<file path="src/sv/window_filter_3x3_core_defines.svh">
// Assertion macros shared by the 3x3 window filter RTL.
`ifndef WINDOW_FILTER_3X3_CORE_DEFINES_SVH
`define WINDOW_FILTER_3X3_CORE_DEFINES_SVH

// Clocked check that is switched off while reset is applied.
`define WF3_ASSERT_CLK(lbl, prop, msg) \
  lbl: assert property (@(posedge clk) disable iff (!rst_n) prop) else $error(msg);

// Clocked check that also runs through reset.
`define WF3_ASSERT_RST(lbl, prop, msg) \
  lbl: assert property (@(posedge clk) prop) else $error(msg);

`endif

</file>
<file path="src/sv/wf3_pkg.sv">
// Types, constants and control structs for the 3x3 window filter.
package wf3_pkg;

  localparam int PIXEL_BITS = 8;
  localparam int FRAC_BITS  = 4;
  localparam int TAPS       = 9;
  localparam int MODE_W     = 3;
  localparam int OUT_W      = PIXEL_BITS + FRAC_BITS;
  // Kernel sums stay at or below 16 * pixel maximum.
  localparam int SUM_W      = PIXEL_BITS + 4;
  localparam int SCALED_W   = SUM_W + FRAC_BITS;
  localparam int RECIP_SHIFT = SCALED_W;
  localparam int PROD_W     = SCALED_W + RECIP_SHIFT;

  localparam int DIV_MEAN = 9;
  localparam int DIV_WAVG = 10;
  localparam logic [RECIP_SHIFT-1:0] RECIP_MEAN =
    RECIP_SHIFT'((64'd1 << RECIP_SHIFT) / DIV_MEAN);
  localparam logic [RECIP_SHIFT-1:0] RECIP_WAVG =
    RECIP_SHIFT'((64'd1 << RECIP_SHIFT) / DIV_WAVG);

  typedef logic [PIXEL_BITS-1:0] pix_t;
  typedef pix_t [TAPS-1:0]       window_t;
  typedef logic [OUT_W-1:0]      out_t;

  typedef enum logic [MODE_W-1:0] {
    MODE_MEAN   = 3'd0,
    MODE_GAUSS  = 3'd1,
    MODE_WAVG   = 3'd2,
    MODE_MEDIAN = 3'd3,
    MODE_MAX    = 3'd4,
    MODE_MIN    = 3'd5
  } filt_mode_t;

  typedef struct packed {
    logic       vld;
    filt_mode_t mode;
  } ctl_t;

  typedef struct packed {
    pix_t med;
    pix_t mn;
    pix_t mx;
  } rank_res_t;

endpackage

</file>
<file path="src/sv/wf3_sum_lane.sv">
// Kernel-sum lane: mean, weighted average and gaussian, with reciprocal division.
module wf3_sum_lane (
  input  logic                clk,
  input  wf3_pkg::window_t    win,
  input  wf3_pkg::filt_mode_t mode_s1,
  output wf3_pkg::out_t       quot_val,
  output wf3_pkg::out_t       gauss_val
);
  import wf3_pkg::*;

  localparam int ROW_W = PIXEL_BITS + 2;
  localparam logic [SCALED_W-1:0] D_MEAN = SCALED_W'(DIV_MEAN);
  localparam logic [SCALED_W-1:0] D_WAVG = SCALED_W'(DIV_WAVG);

  logic [ROW_W-1:0]       row_sum_r [3];
  logic [ROW_W-1:0]       g_row_r [3];
  pix_t                   ctr_r;
  logic [ROW_W-1:0]       row_sum_nxt [3];
  logic [ROW_W-1:0]       g_row_nxt [3];

  logic [SUM_W-1:0]       sum9;
  logic [SUM_W-1:0]       wavg;
  logic [SUM_W-1:0]       gsum;
  logic [SUM_W-1:0]       dividend;
  logic [SCALED_W-1:0]    x_nxt;
  logic [RECIP_SHIFT-1:0] recip_nxt;

  logic [SCALED_W-1:0]    x_s2_r;
  logic [RECIP_SHIFT-1:0] recip_s2_r;
  logic                   is_mean_s2_r;
  logic [SUM_W-1:0]       gauss_s2_r;

  logic [PROD_W-1:0]      prod_r;
  logic [SCALED_W-1:0]    x_s3_r;
  logic                   is_mean_s3_r;
  logic [SUM_W-1:0]       gauss_s3_r;

  logic [SCALED_W-1:0]    q;
  logic [SCALED_W-1:0]    d;
  logic [SCALED_W-1:0]    dq;
  logic [SCALED_W-1:0]    rem;
  logic [SCALED_W-1:0]    q_fix;

  // Stage 1: plain and 1-2-1 weighted sums of each row.
  always_comb begin
    for (int k = 0; k < 3; k++) begin
      row_sum_nxt[k] = ROW_W'(win[3*k]) + ROW_W'(win[3*k+1]) + ROW_W'(win[3*k+2]);
      g_row_nxt[k]   = ROW_W'(win[3*k]) + {1'b0, win[3*k+1], 1'b0} + ROW_W'(win[3*k+2]);
    end
  end

  always_ff @(posedge clk) begin
    row_sum_r <= row_sum_nxt;
    g_row_r   <= g_row_nxt;
    ctr_r     <= win[4];
  end

  // Stage 2: full kernel sums and choice of divisor.
  always_comb begin
    sum9     = SUM_W'(row_sum_r[0]) + SUM_W'(row_sum_r[1]) + SUM_W'(row_sum_r[2]);
    wavg     = sum9 + SUM_W'(ctr_r);
    gsum     = SUM_W'(g_row_r[0]) + SUM_W'({g_row_r[1], 1'b0}) + SUM_W'(g_row_r[2]);
    dividend = (mode_s1 == MODE_MEAN) ? sum9 : wavg;
    x_nxt    = {dividend, {FRAC_BITS{1'b0}}};
    recip_nxt = (mode_s1 == MODE_MEAN) ? RECIP_MEAN : RECIP_WAVG;
  end

  always_ff @(posedge clk) begin
    x_s2_r       <= x_nxt;
    recip_s2_r   <= recip_nxt;
    is_mean_s2_r <= (mode_s1 == MODE_MEAN);
    gauss_s2_r   <= gsum;
  end

  // Stage 3: multiply by the truncated reciprocal.
  always_ff @(posedge clk) begin
    prod_r       <= PROD_W'(x_s2_r) * PROD_W'(recip_s2_r);
    x_s3_r       <= x_s2_r;
    is_mean_s3_r <= is_mean_s2_r;
    gauss_s3_r   <= gauss_s2_r;
  end

  // The estimate is at most one below the true quotient, so one
  // compare and increment restores it.
  always_comb begin
    q     = prod_r[PROD_W-1 -: SCALED_W];
    d     = is_mean_s3_r ? D_MEAN : D_WAVG;
    dq    = SCALED_W'(q * d);
    rem   = x_s3_r - dq;
    q_fix = (rem >= d) ? q + SCALED_W'(1) : q;
  end

  assign quot_val  = OUT_W'(q_fix);
  assign gauss_val = OUT_W'(gauss_s3_r);

endmodule

</file>
<file path="src/sv/wf3_rank_lane.sv">
// Rank lane: median, minimum and maximum of the nine pixels.
module wf3_rank_lane (
  input  logic               clk,
  input  wf3_pkg::window_t   win,
  output wf3_pkg::rank_res_t rank
);
  import wf3_pkg::*;

  typedef struct packed {
    pix_t lo;
    pix_t mid;
    pix_t hi;
  } tri_t;

  function automatic pix_t max2(input pix_t a, input pix_t b);
    return (a > b) ? a : b;
  endfunction

  function automatic pix_t min2(input pix_t a, input pix_t b);
    return (a < b) ? a : b;
  endfunction

  function automatic pix_t med3(input pix_t a, input pix_t b, input pix_t c);
    return max2(min2(a, b), min2(max2(a, b), c));
  endfunction

  function automatic tri_t sort3(input pix_t a, input pix_t b, input pix_t c);
    pix_t x0;
    pix_t x1;
    pix_t x2;
    pix_t t;
    tri_t r;
    x0 = a;
    x1 = b;
    x2 = c;
    if (x0 > x1) begin
      t = x0; x0 = x1; x1 = t;
    end
    if (x1 > x2) begin
      t = x1; x1 = x2; x2 = t;
    end
    if (x0 > x1) begin
      t = x0; x0 = x1; x1 = t;
    end
    r.lo  = x0;
    r.mid = x1;
    r.hi  = x2;
    return r;
  endfunction

  tri_t row_r [3];
  tri_t row_nxt [3];
  pix_t mn_r;
  pix_t mx_r;
  pix_t lo_max_r;
  pix_t mid_med_r;
  pix_t hi_min_r;
  rank_res_t rank_r;

  // Stage 1: sort each row.
  always_comb begin
    for (int k = 0; k < 3; k++) begin
      row_nxt[k] = sort3(win[3*k], win[3*k+1], win[3*k+2]);
    end
  end

  always_ff @(posedge clk) begin
    row_r <= row_nxt;
  end

  // Stage 2: the median of nine is the median of the largest low,
  // the median middle and the smallest high.
  always_ff @(posedge clk) begin
    mn_r      <= min2(min2(row_r[0].lo, row_r[1].lo), row_r[2].lo);
    mx_r      <= max2(max2(row_r[0].hi, row_r[1].hi), row_r[2].hi);
    lo_max_r  <= max2(max2(row_r[0].lo, row_r[1].lo), row_r[2].lo);
    mid_med_r <= med3(row_r[0].mid, row_r[1].mid, row_r[2].mid);
    hi_min_r  <= min2(min2(row_r[0].hi, row_r[1].hi), row_r[2].hi);
  end

  // Stage 3.
  always_ff @(posedge clk) begin
    rank_r.med <= med3(lo_max_r, mid_med_r, hi_min_r);
    rank_r.mn  <= mn_r;
    rank_r.mx  <= mx_r;
  end

  assign rank = rank_r;

endmodule

</file>
<file path="src/sv/wf3_merge.sv">
// Merge stage: picks the lane result for the request's mode and registers it.
module wf3_merge (
  input  logic               clk,
  input  logic               rst_n,
  input  wf3_pkg::ctl_t      ctl,
  input  wf3_pkg::out_t      quot_val,
  input  wf3_pkg::out_t      gauss_val,
  input  wf3_pkg::rank_res_t rank,
  output logic               strobe,
  output wf3_pkg::out_t      value
);
  import wf3_pkg::*;

  logic strobe_r;
  out_t value_r;
  out_t value_nxt;

  always_comb begin
    case (ctl.mode)
      MODE_MEAN:   value_nxt = quot_val;
      MODE_WAVG:   value_nxt = quot_val;
      MODE_GAUSS:  value_nxt = gauss_val;
      MODE_MEDIAN: value_nxt = {rank.med, {FRAC_BITS{1'b0}}};
      MODE_MAX:    value_nxt = {rank.mx, {FRAC_BITS{1'b0}}};
      MODE_MIN:    value_nxt = {rank.mn, {FRAC_BITS{1'b0}}};
      default:     value_nxt = '0;
    endcase
  end

  always_ff @(posedge clk) begin
    if (!rst_n) begin
      strobe_r <= 1'b0;
    end else begin
      strobe_r <= ctl.vld;
    end
  end

  always_ff @(posedge clk) begin
    value_r <= value_nxt;
  end

  assign strobe = strobe_r;
  assign value  = value_r;

endmodule

</file>
<file path="src/sv/window_filter_3x3_core.sv">
// Top level of the 3x3 window filter: lanes, control pipeline and mode register.
// A request taken at one edge passes the three lane stages and the merge register before
// out_strobe rises with its result. Throughput: one request per clock; busy is never
// raised and results cannot be held off. Synchronous active-low reset clears the pipeline
// valid bits and sets mean.
`include "window_filter_3x3_core_defines.svh"
module window_filter_3x3_core (
  input  logic                  clk,
  input  logic                  rst_n,
  input  logic                  start,
  output logic                  busy,
  input  wf3_pkg::pix_t         in_px_r0_c0,
  input  wf3_pkg::pix_t         in_px_r0_c1,
  input  wf3_pkg::pix_t         in_px_r0_c2,
  input  wf3_pkg::pix_t         in_px_r1_c0,
  input  wf3_pkg::pix_t         in_px_r1_c1,
  input  wf3_pkg::pix_t         in_px_r1_c2,
  input  wf3_pkg::pix_t         in_px_r2_c0,
  input  wf3_pkg::pix_t         in_px_r2_c1,
  input  wf3_pkg::pix_t         in_px_r2_c2,
  input  logic                  cfg_we,
  input  logic [wf3_pkg::MODE_W-1:0] cfg_data,
  output logic                  out_strobe,
  output wf3_pkg::out_t         out_filtered_value
);
  import wf3_pkg::*;

  filt_mode_t mode_r;
  ctl_t       ctl_r [3];
  window_t    win;
  logic       accept;
  out_t       quot_val;
  out_t       gauss_val;
  rank_res_t  rank;
  logic       rank_mode;
  logic       frac_zero;

  assign busy   = 1'b0;
  assign accept = start && !busy;
  assign win = {in_px_r2_c2, in_px_r2_c1, in_px_r2_c0,
                in_px_r1_c2, in_px_r1_c1, in_px_r1_c0,
                in_px_r0_c2, in_px_r0_c1, in_px_r0_c0};

  assign rank_mode = (ctl_r[2].mode == MODE_MEDIAN) || (ctl_r[2].mode == MODE_MAX) ||
                     (ctl_r[2].mode == MODE_MIN);
  assign frac_zero = (out_filtered_value[FRAC_BITS-1:0] == '0);

  always_ff @(posedge clk) begin
    if (!rst_n) begin
      mode_r <= MODE_MEAN;
    end else if (cfg_we) begin
      mode_r <= filt_mode_t'(cfg_data);
    end
  end

  // Each request carries the mode it was taken with down the pipeline.
  always_ff @(posedge clk) begin
    if (!rst_n) begin
      ctl_r[0] <= '0;
      ctl_r[1] <= '0;
      ctl_r[2] <= '0;
    end else begin
      ctl_r[0] <= '{vld: accept, mode: mode_r};
      ctl_r[1] <= ctl_r[0];
      ctl_r[2] <= ctl_r[1];
    end
  end

  wf3_sum_lane u_sum_lane (
    .clk       (clk),
    .win       (win),
    .mode_s1   (ctl_r[0].mode),
    .quot_val  (quot_val),
    .gauss_val (gauss_val)
  );

  wf3_rank_lane u_rank_lane (
    .clk  (clk),
    .win  (win),
    .rank (rank)
  );

  wf3_merge u_merge (
    .clk       (clk),
    .rst_n     (rst_n),
    .ctl       (ctl_r[2]),
    .quot_val  (quot_val),
    .gauss_val (gauss_val),
    .rank      (rank),
    .strobe    (out_strobe),
    .value     (out_filtered_value)
  );

  `WF3_ASSERT_CLK(a_req_gives_result, accept |-> ##4 out_strobe, "request produced no result")
  `WF3_ASSERT_CLK(a_no_extra_result, !accept |-> ##4 !out_strobe, "result without a request")
  `WF3_ASSERT_RST(a_reset_quiet, !rst_n |=> !out_strobe, "result strobe after reset")
  `WF3_ASSERT_CLK(a_rank_whole, out_strobe && $past(rank_mode) |-> frac_zero, "rank has fraction")

endmodule
</file>
<file path="config.mk">
export PLATFORM = sky130hd
export DESIGN_NAME = window_filter_3x3_core
export DESIGN_NICKNAME = d
export VERILOG_FILES = /design/src/sv/wf3_pkg.sv /design/src/sv/wf3_sum_lane.sv /design/src/sv/wf3_rank_lane.sv /design/src/sv/wf3_merge.sv /design/src/sv/window_filter_3x3_core.sv
export VERILOG_INCLUDE_DIRS = /design/src /design/src/sv
export SDC_FILE = /design/constraint.sdc
export NUM_CORES = 1
export LEC_CHECK = 0
export BUFFER_PORTS_ARGS = -buffer_cell sky130_fd_sc_hd__buf_2
export CAP_MARGIN = 20
export CORE_MARGIN = 2
export CORE_UTILIZATION = 33
export DETAILED_ROUTE_END_ITERATION = 16
export PLACE_DENSITY = 0.53
export SLEW_MARGIN = 15
export SYNTH_ARGS = -nofsm -noshare
export SYNTH_HDL_FRONTEND = slang
export SYNTH_SLANG_ARGS = --single-unit
</file>
<file path="constraint.sdc">
create_clock -name clk -period 6.9 [get_ports clk]
set_clock_uncertainty 0.05 [all_clocks]
set_input_delay 1.38 -clock clk [delete_from_list [all_inputs] [get_ports clk]]
set_output_delay 1.38 -clock clk [all_outputs]
set_load 0.01 [all_outputs]
</file>
==> out/qor_table.md, run 1 <==
| Stage | Metric | Reported |
|:---|:---|:---|
| yosys | Post-synth top flop | sky130_fd_sc_hd__dfxtp_1 |
| timing | RSZ-0062 raised after global routing | false |
| finish | P&R area growth vs syn | 12.7% |
| cts | Clock Sink Count | 298 |
| grt | Antenna violations before repair | 1 |
| grt | First-pass GRT wire length | 110,000 um |
| finish | Final-stage net count | 3,412 |
| cts | Worst-Skew Late Latency | 0.58 ns |
| job | Maxcap violations | 0 |
| yosys | Share of flip-flops with an asynchronous set or reset after synthesis | 0% |
| timing | Total count of max-transition violations in the final report | 0 |
| min path | Class of the tightest hold or removal check | register to register |
| timing | Post-layout min period | 6.53 ns |
| placement | HPWL after detailed placement | 58,200 um |
| routing | Initial DRT Pass Iterations | 5 |
| finish | Multi-input combinational cell area | 16,900 um^2 |
| grt | Maximum number of pins on one net before global-route repair | 32 |
| finish | Antenna diode count | 0 |
| grt | GRT overflow | 0 |
| critical path | Category of the critical setup timing path | primary input to register |
| die | Area of the core | 74,200 um^2 |
| die | Starting utilization of the core area | 33.2% |
| placement | Worst-case setup slack after placement | -0.124 ns |
| timing | Setup slack after layout | 0.367 ns |
| cts | Hold-fix buffers, CTS | 0 |
| critical path | Worst EP arrival | 6.97 ns |
| grt | Vias in the first global route | 19,600 |
| routing | Final antenna-violating net count | 0 |
| timing | Fmax achieved | 153 MHz |
| timing | Measured slew at the worst slew-check pin | 0.991 ns |
| outcome | Outcome | completed |
| placement | Final Wtd Congestion | 0.924 |
| timing | Worst max-slew margin expressed relative to the limit | 33.9% |
| yosys | Yosys warnings | 0 |
| critical path | WP data required | 7.34 ns |
| critical path | Max stage delay cell, worst path | sky130_fd_sc_hd__o31a_1 |
| yosys | Post-synth EDFFs | 0 |
| routing | Average routed wire per standard cell | 18.3 um |
| routing | DRC violation count after routing | 0 |
| cts | Library cell used as clock root buffer | sky130_fd_sc_hd__clkbuf_16 |
| cts | Number of buffers created by CTS | 36 |
| placement | Post-placement cell area | 26,600 um^2 |
| finish | Filler cell count | 7,463 |
| finish | Area occupied by registers | 5970 um^2 |
| cts | Cells resized by post-CTS repair | 0 |
| yosys | Synthesized cell area | 24,700 um^2 |
| yosys | Sequential cell area fraction in the yosys report | 24.2% |
| placement | Port Buffers | 91 |
| yosys | Number of different library cells in the post-synthesis netlist | 87 |
| cts | H-tree Lvls | 2 |
| yosys | Count of mapped cells out of synthesis | 2,666 |
| routing | Routed wire length | 69,700 um |
| die | X dimension of the die | 277 um |
| routing | Via density per instance | 5.00 |
| timing | Final period utilization | 94.7% |
| cts | Number of buffers between clock root and the deepest sink | 3 |
| die | Die height | 277 um |
| die | Io pins | 93 |
| cts | Clock tree from TritonCTS | done |
| yosys | Top cell type's share of synthesized area | 24.2% |
| timing | Setup TNS | 0 ns |
| die | Row count | 100 |
| timing | Hold violation total from the final report | 0 |
| cts | Number of buffers inserted to repair setup after CTS | 0 |
| critical path | Worst stage delay on the critical path | 0.82 ns |
| grt | Gr usage total | 18.2% |
| yosys | Average cell area after synthesis | 9.25 um^2 |
| yosys | Cell types with the largest area share after synthesis | sky130_fd_sc_hd__dfxtp_1 (24%), sky130_fd_sc_hd__ha_1 (20%), sky130_fd_sc_hd__fa_1 (11%) |
| yosys | Largest area contributor in the synthesized netlist | sky130_fd_sc_hd__dfxtp_1 |
| critical path | Element type at the critical path start | primary input |
| routing | DR iter-0 viols | 1,145 |
| routing | Vias | 19,000 |
| critical path | Maximum fanout along the worst path | 16 |
| die | Die Area | 76,900 um^2 |
| finish | Post-layout instance area | 27,800 um^2 |
| finish | Share of layout cells above drive strength 1 | 12.8% |
| timing | Setup violation total in the final timing report | 0 |
| cts | Clock slew at reported path FFs | 0.06 ns |
| yosys | Synthesis-stage register bit count | 298 |
| timing | Final hold slack | 0.275 ns |
| critical path | Capturing element type of the critical path | register |
==> routing by layer <==
layer	GRT usage, %	wire (um)
met3	1.93	2160
met2	30.9	32800
met4	5.07	1920
met5	0	0
met1	24.3	32800
==> cells in the mapped netlist (4+ instances only) <==
master,instances
sky130_fd_sc_hd__o211a_1,5
sky130_fd_sc_hd__mux2_2,92
sky130_fd_sc_hd__or3_1,8
sky130_fd_sc_hd__buf_1,6
sky130_fd_sc_hd__nor3b_1,6
sky130_fd_sc_hd__xor2_1,31
sky130_fd_sc_hd__a21o_1,55
sky130_fd_sc_hd__a221oi_1,10
sky130_fd_sc_hd__nand3_1,42
sky130_fd_sc_hd__nor2b_1,41
sky130_fd_sc_hd__a31oi_1,7
sky130_fd_sc_hd__and2_1,38
sky130_fd_sc_hd__a211o_1,4
sky130_fd_sc_hd__mux2i_1,71
sky130_fd_sc_hd__dfxtp_1,298
sky130_fd_sc_hd__o21a_1,35
sky130_fd_sc_hd__a21oi_1,167
sky130_fd_sc_hd__nand4_1,25
sky130_fd_sc_hd__nand2b_1,16
sky130_fd_sc_hd__o211ai_1,20
sky130_fd_sc_hd__a22oi_1,8
sky130_fd_sc_hd__nand2_1,98
sky130_fd_sc_hd__inv_1,423
sky130_fd_sc_hd__and3_1,30
sky130_fd_sc_hd__fa_1,141
sky130_fd_sc_hd__o21ai_1,9
sky130_fd_sc_hd__o21bai_1,46
sky130_fd_sc_hd__nand3b_1,4
sky130_fd_sc_hd__ha_1,388
sky130_fd_sc_hd__nor3_1,43
sky130_fd_sc_hd__a211oi_1,7
sky130_fd_sc_hd__o31ai_1,24
sky130_fd_sc_hd__xnor2_1,78
sky130_fd_sc_hd__o21ai_0,115
sky130_fd_sc_hd__clkbuf_1,36
sky130_fd_sc_hd__o32ai_1,8
sky130_fd_sc_hd__nor2_1,99
sky130_fd_sc_hd__or4_2,8
sky130_fd_sc_hd__or2_2,28
sky130_fd_sc_hd__buf_2,6
sky130_fd_sc_hd__o2bb2ai_1,16
==> state kept, by name, indices dropped and copies added, names as in the netlist, 12 cells and up <==
register,cells
u_sum_lane.x_s2_r,12
u_rank_lane.rank,24
u_merge.value,12
ctl_r,12
u_rank_lane.row_r,72
u_sum_lane.row_sum_r,30
u_sum_lane.x_s3_r,12
u_sum_lane.gauss_val,12
u_sum_lane.g_row_r,30
u_sum_lane.prod_r,15
u_sum_lane.gauss_s2_r,12
==> final timing paths <==
path / endpoint / cells past startpoint / slack [ns] / startpoint
max: u_rank_lane.row_r[34]$_DFF_P_ / 27 / 0.37 / in_px_r1_c1[1]
min reg2reg: u_rank_lane.rank[1]$_DFF_P_ / 0 / 0.28 / u_rank_lane.mx_r[1]$_DFF_P_
min: u_rank_lane.rank[1]$_DFF_P_ / 0 / 0.28 / u_rank_lane.mx_r[1]$_DFF_P_
max reg2reg: u_sum_lane.prod_r[29]$_DFF_P_ / 15 / 0.85 / u_sum_lane.x_s2_r[9]$_DFF_P_
==> through the flow <==
stage	utilization [%]	instances
after floorplan	-	2667
after global placement	35.8	3735
after detailed placement	35.8	3735
after CTS	37.4	3798
after global routing	37.4	3798
final	37.4	3798
==> critical path: cells and delay by family <==
kind / cells / cell delay (ns)
compound gates: 13 / 2.72
simple gates: 6 / 1.34
fa+ha+maj: 3 / 0.70
buf+inv: 4 / 0.53
mux: 1 / 0.29
==> cells by family (layout without fill, tap and decap cells) <==
| group | after synthesis | in the layout | synth area share, % |
|---|---|---|---|
| other | 1 | 2 | 0.0152 |
| AO/OA/AOI/OAI | 577 | 577 | 15.3 |
| AND/OR/NAND/NOR | 512 | 512 | 10.9 |
| buffers and inverters | 476 | 638 | 7.44 |
| adder cells (fa/ha/maj) | 529 | 529 | 31.1 |
| multiplexers | 163 | 163 | 7.08 |
| flip-flops | 298 | 298 | 24.2 |
| XOR/XNOR | 110 | 110 | 3.94 |
==> cell usage in the layout (no fill, tap or decap), types with 16 or more instances in the layout <==
cell,netlist,layout
sky130_fd_sc_hd__nand2b_1,16,16
sky130_fd_sc_hd__and3_1,30,30
sky130_fd_sc_hd__nor2b_1,41,41
sky130_fd_sc_hd__o31ai_1,24,24
sky130_fd_sc_hd__mux2_2,92,92
sky130_fd_sc_hd__inv_1,423,423
sky130_fd_sc_hd__buf_4,2,61
sky130_fd_sc_hd__xor2_1,31,31
sky130_fd_sc_hd__xnor2_1,78,78
sky130_fd_sc_hd__dfxtp_1,298,298
sky130_fd_sc_hd__o2bb2ai_1,16,16
sky130_fd_sc_hd__a21oi_1,167,166
sky130_fd_sc_hd__clkbuf_16,0,36
sky130_fd_sc_hd__ha_1,388,388
sky130_fd_sc_hd__mux2i_1,71,71
sky130_fd_sc_hd__nor2_1,99,99
sky130_fd_sc_hd__or2_2,28,28
sky130_fd_sc_hd__fa_1,141,141
sky130_fd_sc_hd__nand4_1,25,25
sky130_fd_sc_hd__o21ai_0,115,115
sky130_fd_sc_hd__buf_2,6,91
sky130_fd_sc_hd__o211ai_1,20,20
sky130_fd_sc_hd__o21bai_1,46,46
sky130_fd_sc_hd__nand3_1,42,42
sky130_fd_sc_hd__and2_1,38,38
sky130_fd_sc_hd__nand2_1,98,98
sky130_fd_sc_hd__a21o_1,55,55
sky130_fd_sc_hd__o21a_1,35,35
sky130_fd_sc_hd__nor3_1,43,43
==> final cells by class <==
cell class	instances	share of cell area, %
flip-flops and latches	298	21.5
clock inverters	20	0.964
multi-input cells	1893	60.7
inverters	423	5.72
repair buffers	152	3.29
clock buffers	43	3.45
well taps	969	4.36
Power of run 1 is left out: the tool's default activity adds up to more than one toggle a clock period on the data nets, which glitch-free logic cannot reach.
==> run 2: changes to the inputs <==
--- a/config.mk
+++ b/config.mk
@@ -8,7 +8,6 @@
 export LEC_CHECK = 0
 export BUFFER_PORTS_ARGS = -buffer_cell sky130_fd_sc_hd__buf_2
 export CAP_MARGIN = 20
-export CORE_MARGIN = 2
 export CORE_UTILIZATION = 33
 export DETAILED_ROUTE_END_ITERATION = 16
 export PLACE_DENSITY = 0.53
==> run 2 against run 1 <==
Against the previous run: critical path depth increased by 2; critical path type unchanged; design area increased by 0.31%; via count increased by 0.39%; wire length about the same; sequential cell count unchanged; core utilization increased by 0.49 points; clock-buffer cell count decreased by 1; fmax increased by 1.3%; largest cell class unchanged.
==> out/qor_table.md, run 2 (synthesized netlist as in run 1, its figures left out) <==
| Stage | Metric | Reported | vs previous |
|:---|:---|:---|:---|
| cts | Clock tree from TritonCTS | done |  |
| finish | Share of layout cells above drive strength 1 | 13.1% | +0.31 points |
| finish | Antenna diode count | 0 | unchanged |
| cts | Hold-fix buffers, CTS | 0 | unchanged |
| critical path | Maximum fanout along the worst path | 16 | unchanged |
| finish | Final-stage net count | 3,421 | +0.26% |
| finish | Registers with the most flip-flops | u_rank_lane.row_r x72, u_sum_lane.g_row_r x30, u_sum_lane.row_sum_r x30 |  |
| finish | Biggest register | u_rank_lane.row_r |  |
| finish | Most common cell after layout, fill and taps aside | sky130_fd_sc_hd__inv_1 |  |
| finish | Top library cells by usage in the layout, fill and taps aside | sky130_fd_sc_hd__inv_1 (423), sky130_fd_sc_hd__ha_1 (388), sky130_fd_sc_hd__dfxtp_1 (298) |  |
| routing | Average routed wire per standard cell | 18.3 um | about the same |
| die | Die Area | 75,800 um^2 | -1.4% |
| critical path | Category of the critical setup timing path | primary input to register |  |
| cts | Number of buffers between clock root and the deepest sink | 3 | unchanged |
| cts | Library cell used as clock root buffer | sky130_fd_sc_hd__clkbuf_16 |  |
| timing | Fmax achieved | 155 MHz | +1.3% |
| finish | Max FFs per register | 72 | unchanged |
| die | Starting utilization of the core area | 33.6% | +0.34 points |
| grt | GRT overflow | 0 | unchanged |
| critical path | Gate family responsible for the most delay along the worst path | compound AO/OA/AOI/OAI gates |  |
| timing | Post-layout min period | 6.45 ns | -0.0818 ns |
| critical path | Worst stage delay on the critical path | 0.49 ns | -0.33 ns |
| grt | Maximum number of pins on one net before global-route repair | 23 | -28% |
| placement | Number of instances in the placed design | 3,735 | unchanged |
| timing | Setup violation total in the final timing report | 0 | unchanged |
| critical path | Capturing element type of the critical path | register |  |
| die | Row count | 99 | -1.0% |
| grt | Vias in the first global route | 19,800 | +1.3% |
| routing | Routed wire length | 69,600 um | about the same |
| finish | Post-layout instance area | 27,900 um^2 | +0.31% |
| timing | Measured slew at the worst slew-check pin | 0.967 ns | -0.0240 ns |
| placement | Post-placement cell area | 26,600 um^2 | +0.33% |
| critical path | Max stage delay cell, worst path | sky130_fd_sc_hd__or3b_2 |  |
| finish | Filler cell count | 7,394 | -0.92% |
| routing | Final antenna-violating net count | 0 | unchanged |
| placement | HPWL after detailed placement | 58,400 um | +0.49% |
| routing | DR iter-0 viols | 830 | -28% |
| job | Maxcap violations | 0 | unchanged |
| critical path | Critical path buffer and inverter count | 5 | +1 |
| finish | Non-Filler Instances | 3,797 | -0.026% |
| grt | Antenna violations before repair | 2 | +1 |
| die | Io pins | 93 | unchanged |
| finish | P&R area growth vs syn | 13.0% |  |
| cts | Cells resized by post-CTS repair | 0 | unchanged |
| grt | Gr usage total | 18.6% | +0.45 points |
| cts | Number of buffers inserted to repair setup after CTS | 0 | unchanged |
| critical path | R2r startpoint | u_sum_lane.x_s2_r[9]$_DFF_P_ |  |
| placement | Port Buffers | 91 | unchanged |
| cts | Clock Sink Count | 298 | unchanged |
| cts | Worst-Skew Late Latency | 0.58 ns | about the same |
| die | Area of the core | 73,500 um^2 | -1.0% |
| timing | Worst max-slew margin expressed relative to the limit | 35.5% | +1.6 points |
| timing | Final period utilization | 93.5% | -1.2 points |
| die | Die height | 275 um | -0.72% |
| critical path | WP data required | 7.32 ns | -0.02 ns |
| routing | Via density per instance | 5.02 | +0.42% |
| outcome | Outcome | completed |  |
| critical path | Launching instance or port of the critical path | in_px_r0_c1[1] |  |
| routing | Initial DRT Pass Iterations | 5 | unchanged |
| die | X dimension of the die | 275 um | -0.72% |
| cts | H-tree Lvls | 2 | unchanged |
| grt | First-pass GRT wire length | 110,000 um | -0.18% |
| cts | Clock slew at reported path FFs | 0.06 ns | about the same |
| critical path | Worst EP arrival | 6.87 ns | -0.10 ns |
| timing | RSZ-0062 raised after global routing | false |  |
| routing | DRC violation count after routing | 0 | unchanged |
| min path | Class of the tightest hold or removal check | register to register |  |
| cts | Number of buffers created by CTS | 35 | -2.8% |
| finish | Share of the core filled with cells | 37.9% | +0.49 points |
| critical path | Element type at the critical path start | primary input |  |
| timing | Total count of max-transition violations in the final report | 0 | unchanged |
| min path | Worst Hold Launch | u_rank_lane.mn_r[6]$_DFF_P_ |  |
| routing | Vias | 19,100 | +0.39% |
| timing | Hold violation total from the final report | 0 | unchanged |
| placement | Final Wtd Congestion | 0.916 | -0.96% |
[run 2: final cells by class]
type	instances	area, um^2	area share, %
Tap cell	959	1200	4.31
Timing Repair Buffer	162	1010	3.64
Inverter	423	1590	5.70
Multi-Input combinational cell	1893	16900	60.6
Clock buffer	42	942	3.38
Sequential cell	298	5970	21.4
Clock inverter	20	280	1.01
[run 2: metrics by stage]
stage               setup TNS (ns)  worst slack [ns]  hold slack (ns)
finish                           0             0.449            0.269
global route                     0            0.0108            0.269
CTS                              0             0.467            0.265
detailed placement           -1.77            -0.114            0.263
global placement            -0.387           -0.0265            0.263
floorplan                        0            0.0200            0.260
[run 2: layer usage]
layer	global-route usage [%]	wire length, um	vias to the layer above
met5	0	0	-
met4	5.76	1930	0
met3	1.76	2250	93
met2	32.1	32700	376
met1	24.5	32800	9161
li1	-	-	9441
[run 2: final timing paths]
check,depth (start not counted),to,slack [ns]
hold / removal,0,u_rank_lane.rank[14]$_DFF_P_,0.27
setup reg to reg,15,u_sum_lane.prod_r[29]$_DFF_P_,0.90
hold reg to reg,0,u_rank_lane.rank[14]$_DFF_P_,0.27
setup / recovery,29,u_rank_lane.row_r[62]$_DFF_P_,0.45
Power of run 2 is left out for the same reason.
